File: config.mk
export PLATFORM = sky130hd
export DESIGN_NAME = bounded_deque_with_value_removal_unit
export DESIGN_NICKNAME = d
export VERILOG_FILES = /design/src/hdl/bdq_pkg.sv /design/src/hdl/bdq_ram.sv /design/src/hdl/bounded_deque_with_value_removal_unit.sv
export SDC_FILE = /design/constraint.sdc
export NUM_CORES = 1
export LEC_CHECK = 0
export ABC_AREA = 1
export BUFFER_PORTS_ARGS = -buffer_cell sky130_fd_sc_hd__buf_2
export CORE_MARGIN = 1.5
export CORE_UTILIZATION = 55
export DETAILED_ROUTE_END_ITERATION = 10
export GPL_TIMING_DRIVEN = 0
export HOLD_SLACK_MARGIN = 0.03
export PLACE_DENSITY_LB_ADDON = 0.1
export SETUP_SLACK_MARGIN = 0.02
export SLEW_MARGIN = 20
export SYNTH_ARGS = -nofsm -noshare
export SYNTH_HDL_FRONTEND = slang
export SYNTH_SLANG_ARGS = --single-unit
File: constraint.sdc
create_clock -name clk_i -period 4.2 [get_ports clk_i]
set_input_delay 0 -clock clk_i [delete_from_list [all_inputs] [get_ports clk_i]]
set_output_delay 0 -clock clk_i [all_outputs]
set_load 0.02 [all_outputs]
File: src/hdl/bdq_pkg.sv
// Package: sizes, request and status codes, and index helpers for the deque unit.
`timescale 1ns / 1ps

package bdq_pkg;

  // Storage geometry
  localparam int unsigned DEPTH  = 16;
  localparam int unsigned DATA_W = 32;

  localparam int unsigned IDX_W = (DEPTH > 1) ? $clog2(DEPTH) : 1;
  localparam int unsigned CNT_W = $clog2(DEPTH + 1);
  localparam int unsigned SUM_W = CNT_W + 1;

  // Port field widths
  localparam int unsigned ACT_W     = 3;
  localparam int unsigned VAL_W     = 32;
  localparam int unsigned POP_W     = 32;
  localparam int unsigned ST_W      = 2;
  localparam int unsigned CNT_OUT_W = 5;

  typedef enum logic [ACT_W-1:0] {
    ACT_PUSH_FRONT = 3'd0,
    ACT_PUSH_BACK  = 3'd1,
    ACT_POP_FRONT  = 3'd2,
    ACT_POP_BACK   = 3'd3,
    ACT_REMOVE     = 3'd4
  } action_e;

  typedef enum logic [ST_W-1:0] {
    ST_OK    = 2'd0,
    ST_UNDER = 2'd1,
    ST_OVER  = 2'd2
  } status_e;

  // Physical slot of logical offset off from base, circular over DEPTH
  function automatic logic [IDX_W-1:0] slot(input logic [IDX_W-1:0] base,
                                            input logic [CNT_W-1:0] off);
    logic [SUM_W-1:0] s;
    s = SUM_W'(base) + SUM_W'(off);
    if (s >= SUM_W'(DEPTH)) s = s - SUM_W'(DEPTH);
    return IDX_W'(s);
  endfunction

  // One slot towards the front, circular
  function automatic logic [IDX_W-1:0] slot_dec(input logic [IDX_W-1:0] base);
    logic [IDX_W-1:0] r;
    if (base == '0) r = IDX_W'(DEPTH - 1);
    else            r = base - IDX_W'(1);
    return r;
  endfunction

endpackage

File: src/hdl/bdq_ram.sv
// Generic simple dual-port RAM: one write port, one registered read port.
`timescale 1ns / 1ps

module bdq_ram #(
  parameter int unsigned WORDS = 16,
  parameter int unsigned WIDTH = 32,
  parameter int unsigned AW    = (WORDS > 1) ? $clog2(WORDS) : 1
) (
  input  logic             clk_i,
  input  logic             we_i,
  input  logic [AW-1:0]    waddr_i,
  input  logic [WIDTH-1:0] wdata_i,
  input  logic             re_i,
  input  logic [AW-1:0]    raddr_i,
  output logic [WIDTH-1:0] rdata_o
);

  logic [WIDTH-1:0] mem [WORDS];
  logic [WIDTH-1:0] rdata_q;

  always_ff @(posedge clk_i) begin
    if (we_i) begin
      mem[waddr_i] <= wdata_i;
    end
  end

  // read data holds while re_i is low
  always_ff @(posedge clk_i) begin
    if (re_i) begin
      rdata_q <= mem[raddr_i];
    end
  end

  assign rdata_o = rdata_q;

endmodule

File: src/hdl/bounded_deque_with_value_removal_unit.sv
// Top level: bounded deque with removal by value, entries held in one synchronous RAM.
`timescale 1ns / 1ps
//
//  channel   direction  handshake               payload
//  -------   ---------  ----------------------  ---------------------------------------------
//  request   in         in_valid_i / in_stall_o  action_i[2:0], value_i[31:0]
//  result    out        out_valid_o/out_stall_i  popped_word_o, status_o, count_after_o,
//                                                removed_count_o
//
//  Per transaction: push, remove on an empty store and every rejected or no-op request load
//  the result on accept; pop waits for the registered RAM read; remove reads each held entry
//  in turn, then makes the last compare and loads the result, all set by the single read port of the entry RAM.
//  Reset (rst_ni low, asynchronous) empties the deque; RAM contents are left as they are,
//  only written slots are ever read, so no clearing pass is needed.
//  One request is in flight at a time; a request enters at the earliest in the cycle its
//  predecessor's result leaves the result register, so a stalled result holds off requests.
//
module bounded_deque_with_value_removal_unit
  import bdq_pkg::*;
(
  input  logic                 clk_i,
  input  logic                 rst_ni,
  // request channel
  input  logic                 in_valid_i,
  output logic                 in_stall_o,
  input  logic [ACT_W-1:0]     action_i,
  input  logic [VAL_W-1:0]     value_i,
  // result channel
  output logic                 out_valid_o,
  input  logic                 out_stall_i,
  output logic [POP_W-1:0]     popped_word_o,
  output logic [ST_W-1:0]      status_o,
  output logic [CNT_OUT_W-1:0] count_after_o,
  output logic [CNT_OUT_W-1:0] removed_count_o
);

  // Sequencer states
  localparam logic [1:0] S_IDLE = 2'd0;  // ready for a request
  localparam logic [1:0] S_POP  = 2'd1;  // popped word arriving from RAM
  localparam logic [1:0] S_RM   = 2'd2;  // compaction walk

  logic [1:0]       state_q, state_d;
  logic [IDX_W-1:0] front_q, front_d;
  logic [CNT_W-1:0] count_q, count_d;
  logic [DATA_W-1:0] key_q, key_d;
  logic [CNT_W-1:0] rd_k_q, rd_k_d;   // next logical offset to read
  logic [CNT_W-1:0] wr_n_q, wr_n_d;   // entries kept so far
  logic             pend_q, pend_d;   // RAM read data valid this cycle

  // Result register
  logic                 out_valid_q;
  logic [POP_W-1:0]     popped_q;
  logic [ST_W-1:0]      status_q;
  logic [CNT_OUT_W-1:0] count_after_q;
  logic [CNT_OUT_W-1:0] removed_q;

  logic              out_load;
  logic [DATA_W-1:0] ld_popped;
  status_e           ld_status;
  logic [CNT_W-1:0]  ld_count;
  logic [CNT_W-1:0]  ld_removed;

  // RAM port
  logic              ram_we, ram_re;
  logic [IDX_W-1:0]  ram_waddr, ram_raddr;
  logic [DATA_W-1:0] ram_wdata, ram_rdata;

  logic    out_free, accept, empty, full;
  action_e act;

  assign out_free   = !out_valid_q || !out_stall_i;
  assign in_stall_o = (state_q != S_IDLE) || !out_free;
  assign accept     = in_valid_i && !in_stall_o;
  assign act        = action_e'(action_i);
  assign empty      = (count_q == '0);
  assign full       = (count_q == CNT_W'(DEPTH));

  always_comb begin
    state_d    = state_q;
    front_d    = front_q;
    count_d    = count_q;
    key_d      = key_q;
    rd_k_d     = rd_k_q;
    wr_n_d     = wr_n_q;
    pend_d     = pend_q;
    ram_we     = 1'b0;
    ram_waddr  = '0;
    ram_wdata  = '0;
    ram_re     = 1'b0;
    ram_raddr  = '0;
    out_load   = 1'b0;
    ld_popped  = '0;
    ld_status  = ST_OK;
    ld_count   = count_q;
    ld_removed = '0;

    unique case (state_q)
      S_IDLE: begin
        if (accept) begin
          unique case (act)
            ACT_PUSH_FRONT: begin
              out_load = 1'b1;
              if (full) begin
                ld_status = ST_OVER;
              end else begin
                ram_we    = 1'b1;
                ram_waddr = slot_dec(front_q);
                ram_wdata = DATA_W'(value_i);
                front_d   = slot_dec(front_q);
                count_d   = count_q + CNT_W'(1);
                ld_count  = count_q + CNT_W'(1);
              end
            end
            ACT_PUSH_BACK: begin
              out_load = 1'b1;
              if (full) begin
                ld_status = ST_OVER;
              end else begin
                ram_we    = 1'b1;
                ram_waddr = slot(front_q, count_q);
                ram_wdata = DATA_W'(value_i);
                count_d   = count_q + CNT_W'(1);
                ld_count  = count_q + CNT_W'(1);
              end
            end
            ACT_POP_FRONT: begin
              if (empty) begin
                out_load  = 1'b1;
                ld_status = ST_UNDER;
              end else begin
                ram_re    = 1'b1;
                ram_raddr = front_q;
                front_d   = slot(front_q, CNT_W'(1));
                count_d   = count_q - CNT_W'(1);
                state_d   = S_POP;
              end
            end
            ACT_POP_BACK: begin
              if (empty) begin
                out_load  = 1'b1;
                ld_status = ST_UNDER;
              end else begin
                ram_re    = 1'b1;
                ram_raddr = slot(front_q, count_q - CNT_W'(1));
                count_d   = count_q - CNT_W'(1);
                state_d   = S_POP;
              end
            end
            ACT_REMOVE: begin
              if (empty) begin
                out_load = 1'b1;
              end else begin
                // start the walk: read offset 0 now
                key_d     = DATA_W'(value_i);
                ram_re    = 1'b1;
                ram_raddr = front_q;
                rd_k_d    = CNT_W'(1);
                wr_n_d    = '0;
                pend_d    = 1'b1;
                state_d   = S_RM;
              end
            end
            default: begin
              // unused codes: no-op result
              out_load = 1'b1;
            end
          endcase
        end
      end

      S_POP: begin
        // count, and front for a front pop, were already updated at accept
        if (out_free) begin
          out_load  = 1'b1;
          ld_popped = ram_rdata;
          state_d   = S_IDLE;
        end
      end

      S_RM: begin
        if (pend_q) begin
          // kept entries slide towards the front; the write slot was read earlier
          if (ram_rdata != key_q) begin
            ram_we    = 1'b1;
            ram_waddr = slot(front_q, wr_n_q);
            ram_wdata = ram_rdata;
            wr_n_d    = wr_n_q + CNT_W'(1);
          end
          if (rd_k_q < count_q) begin
            ram_re    = 1'b1;
            ram_raddr = slot(front_q, rd_k_q);
            rd_k_d    = rd_k_q + CNT_W'(1);
            pend_d    = 1'b1;
          end else begin
            pend_d = 1'b0;
          end
        end else if (out_free) begin
          out_load   = 1'b1;
          ld_count   = wr_n_q;
          ld_removed = count_q - wr_n_q;
          count_d    = wr_n_q;
          state_d    = S_IDLE;
        end
      end

      default: begin
        state_d = S_IDLE;
      end
    endcase
  end

  always_ff @(posedge clk_i or negedge rst_ni) begin
    if (!rst_ni) begin
      state_q     <= S_IDLE;
      front_q     <= '0;
      count_q     <= '0;
      rd_k_q      <= '0;
      wr_n_q      <= '0;
      pend_q      <= 1'b0;
      out_valid_q <= 1'b0;
    end else begin
      state_q <= state_d;
      front_q <= front_d;
      count_q <= count_d;
      rd_k_q  <= rd_k_d;
      wr_n_q  <= wr_n_d;
      pend_q  <= pend_d;
      if (out_load) begin
        out_valid_q <= 1'b1;
      end else if (!out_stall_i) begin
        out_valid_q <= 1'b0;
      end
    end
  end

  // Payload registers, no reset
  always_ff @(posedge clk_i) begin
    key_q <= key_d;
    if (out_load) begin
      popped_q      <= POP_W'(ld_popped);
      status_q      <= ld_status;
      count_after_q <= CNT_OUT_W'(ld_count);
      removed_q     <= CNT_OUT_W'(ld_removed);
    end
  end

  bdq_ram #(
    .WORDS (DEPTH),
    .WIDTH (DATA_W),
    .AW    (IDX_W)
  ) u_ram (
    .clk_i   (clk_i),
    .we_i    (ram_we),
    .waddr_i (ram_waddr),
    .wdata_i (ram_wdata),
    .re_i    (ram_re),
    .raddr_i (ram_raddr),
    .rdata_o (ram_rdata)
  );

  assign out_valid_o     = out_valid_q;
  assign popped_word_o   = popped_q;
  assign status_o        = status_q;
  assign count_after_o   = count_after_q;
  assign removed_count_o = removed_q;

endmodule

==> metrics.md <==
| Metric | Value |
|---|---|
| Antenna violations before repair | 0 |
| Initial core utilization | 55.8% |
| First-pass GRT wire length | between 100 and 150 mm |
| Drt wl/cell | about 22 um |
| Seq pwr share | 40.8% |
| Setup violators final | 0 |
| Placed cells | ~3600 |
| Grt ovf | 0 |
| Largest delay share family, worst path | buffers and inverters |
| Setup_tns | 0 ns |
| Sequential fraction of the synthesis area | between 60 and 70% |
| Fin crit share | a little over nine tenths |
| Row cnt | 84 |
| Critical Path Sink Type | flip-flop |
| Fin Hold WS | 0.133 ns |
| Crit path top cell by count | nand3_1 |
| Max-cap check violation count | 0 |
| Switching power | 6.95 mW |
| Final Critical Period | 4.00 ns |
| Crit path launch type | flip-flop |
| Yosys warns | 0 |
| Drt initial violations | 2476 |
| Number of CTS-inserted buffers | 69 |
| H-tree levels | 3 |
| Clock buffer depth | 3 |
| DR WL met3 | between 6 and 7 mm |
| Area contributors post-synth | edfxtp_1 (63%), nand3_1 (10%), nand2_1 (6.7%) |
| Synth unique cells | 38 |
| Fin cells | ~3800 |
| Die Y | ~230 um |
| Core area | 52700 sq um |
| Met2 wire length | between 30 and 40 mm |
| Buf+Inv Stages, Crit Path | 3 |
| Filler cell count | 4059 |
| Syn_nets | 2853 |
| Commonest cells post-synth | edfxtp_1 (620), nand3_1 (604), nand2_1 (527) |
| Int Power | 13.6 mW |
| Pwr dens | 599 nW/um^2 |
| Slew @ Worst Pin | 1.02 ns |
| Port Buffers | 84 |
| Final Max Tran Viols | 0 |
| Clock skew | 0.0170 ns |
| WL met1 | 34.1 mm |
| Relative slew slack | 31.3% |
| DR top layer | met4 |
| Clk network pwr share | 29.5% |
| Antenna viol nets, final | 0 |
| Via density per instance | 5.62 |
| Post-Syn Area per Cell | 10.6 sq um |
| Worst Path Required | 4.52 ns |
| WP data arrival | roughly 4.3 ns |
| Clk sinks | 643 |
| Overall power | a little over 20 mW |
| Dpl hpwl | approximately 57 mm |
| Post-synthesis async set-or-reset flop share | 3.58% |
| Crit-path max cell delay | between 0.6 and 0.7 ns |
| Post-layout nets | 3096 |
| Share of cells above drive strength 1 | 12.6% |
| Yosys top cell by area | edfxtp_1 |
| Status | complete, no violations |
| Hold Crit Class | in2reg |
| Post-CTS Setup Bufs | 0 |
| Finished Cell Area | 34300 sq um |
| Die Span X | 234 um |
| GR Util All Layers | 30.7% |
| WL final | 82.4 mm |
| Prevailing post-synth register cell | edfxtp_1 |
| Yosys reg bits | ~640 |
| Routed vias | 21100 |
| GP Congestion | 0.886 |
| Max IR drop VDD | 0.399 mV |
| Slowest cell on the critical path | clkbuf_1 |
| Sw frac | between 30% and 40% |
| Clock slew at reported path FFs | ~0.060 ns |
| Placed cell areas | between 30000 and 40000 sq um |
| Ports | 85 |
| Most common cell in the netlist | edfxtp_1 |
| CP max FO | 10 |
| Post-Syn Area | 29400 sq um |
| Ant. Diodes | 0 |
| Die area | 54800 sq um |
| Fmax | 250 MHz |
| Clk root buf | clkbuf_16 |
| Area Growth Syn to Fin | 16.7% |
| Logic gate share of total power | 29.7% |
| Clk_lat worst skew | 0.60 ns |
| Hold Vio Cnt, Final | 0 |
| Critical path cell sequence | inv_1 > ha_1 > nand2_1 > nor2_1 > nand2_1 > nand4_1 > clkbuf_1 > clkbuf_1 > nand3_1 > nand3_1 > nand3_1 > nand3_1 > nand2_1 |
| DRT Pass-1 Iters | 6 |
| Post-synth EDFFs | 620 |
| Syn Inst Count | 2778 |
| Worst setup path class | reg2reg |
| Vias in the first global route | 20500 |
| Leak Pwr | 14.2 nW |
| RSZ-0062 raised after global routing | false |
| Pin count of the biggest net entering global routing | 24 |
| Share of the synthesized area in the top cell type | between 60 and 70% |
| CTS tree | built |
| Post-route DRC | 0 |
==> worst paths after layout <==
path / end / startpoint / slack, ns / cells past startpoint
worst min register to register: pend_q / pend_q / 0.53 / 2
max in group asynchronous: wr_n_q[2] / rst_ni / 3.54 / 4
worst max register to register: u_ram.rdata_o[31] / count_q[1] / 0.20 / 13
min in group asynchronous: front_q[0] / rst_ni / 0.49 / 4
worst min-delay path: key_q[28] / value_i[28] / 0.13 / 2
worst max-delay path: u_ram.rdata_o[31] / count_q[1] / 0.20 / 13
==> cells by family after synthesis <==
logic type,count (synthesis),share of synthesized area [%]
simple gates,1336,21.1
flops,643,65.4
buf+inv,598,8.24
compound gates,115,2.12
xor+xnor,50,1.49
fa+ha+maj,36,1.66
==> power groups by stage <==
stage | combinational [mW] | clock (mW) | sequential [mW]
2_1_floorplan | 3.46 | 0 | 8.75
3_3_place_gp | 5.52 | 0 | 8.56
3_5_place_dp | 6.01 | 0 | 8.50
4_1_cts | 6.07 | 6.09 | 8.36
5_1_grt | 6.66 | 6.34 | 8.42
6_report | 6.10 | 6.05 | 8.37
==> final cells by class <==
class	count	area, sq um	share of cell area, %
multi-input combinational	1537	7940	23.2
tap	688	861	2.51
sequential	643	19200	56.0
timing repair buffer	172	1630	4.74
clock buffer	82	1840	5.36
clock inverter	37	387	1.13
inverter	449	1690	4.92
buffer	149	737	2.15
==> placed cells by master, fill, tap and decap left out, types with 17 or more instances in the layout <==
cell type      Yosys  layout
edfxtp_1         620     620
nand3_1          604     604
nand2_1          527     527
inv_1            445     445
buf_2             88     172
nand3b_1          97      97
nor2_1            90      72
clkbuf_16          0      70
clkbuf_1          38      44
dlygate4sd3_1      0      40
buf_4             17      37
o21ai_0           68      35
xnor2_1           34      34
ha_1              31      31
a21oi_1           26      26
o21ai_1            1      23
dfrtp_1           23      23
nor2_4             2      19
clkinv_2           0      17
==> worst register-to-register path, stage by stage (launching register included) <==
cell      delay [ns]
dfrtp_1         0.58
inv_1           0.28
ha_1            0.36
nand2_1         0.05
nor2_1          0.09
nand2_1         0.09
nand4_1         0.30
clkbuf_1        0.69
clkbuf_1        0.67
nand3_1         0.18
nand3_1         0.16
nand3_1         0.08
nand3_1         0.09
nand2_1         0.12
==> routing by layer <==
layer	global-route usage (%)	vias up
li1	-	9825
met3	4.64	143
met1	41.8	10200
met5	0	-
met2	50.4	967
met4	11.0	0
==> through the flow <==
| step | utilization [%] | worst slack [ns] |
|---|---|---|
| 4_1_cts | 65.1 | 0.0636 |
| 5_1_grt | 65.1 | 0.0324 |
| 6_report | 65.1 | 0.197 |
| 3_5_place_dp | 60.0 | 0.100 |
| 2_1_floorplan | - | 0.215 |
| 3_3_place_gp | 58.2 | -2.67 |
==> repair_timing <==
action,CTS,global route
hold buffers,41,0
resized for setup,0,6
hold endpoints to repair,241,0
setup endpoints to repair,0,83
==> state kept, by name, indices dropped and copies added, names as in the netlist <==
name,flops
count_after_o,5
status_o,2
u_ram.mem,512
popped_word_o,32
out_valid_o,1
key_q,32
front_q,4
u_ram.rdata_o,32
pend_q,1
rd_k_q,5
removed_count_o,5
count_q,5
state_q,2
wr_n_q,5
(Power assumes the default switching activity.)
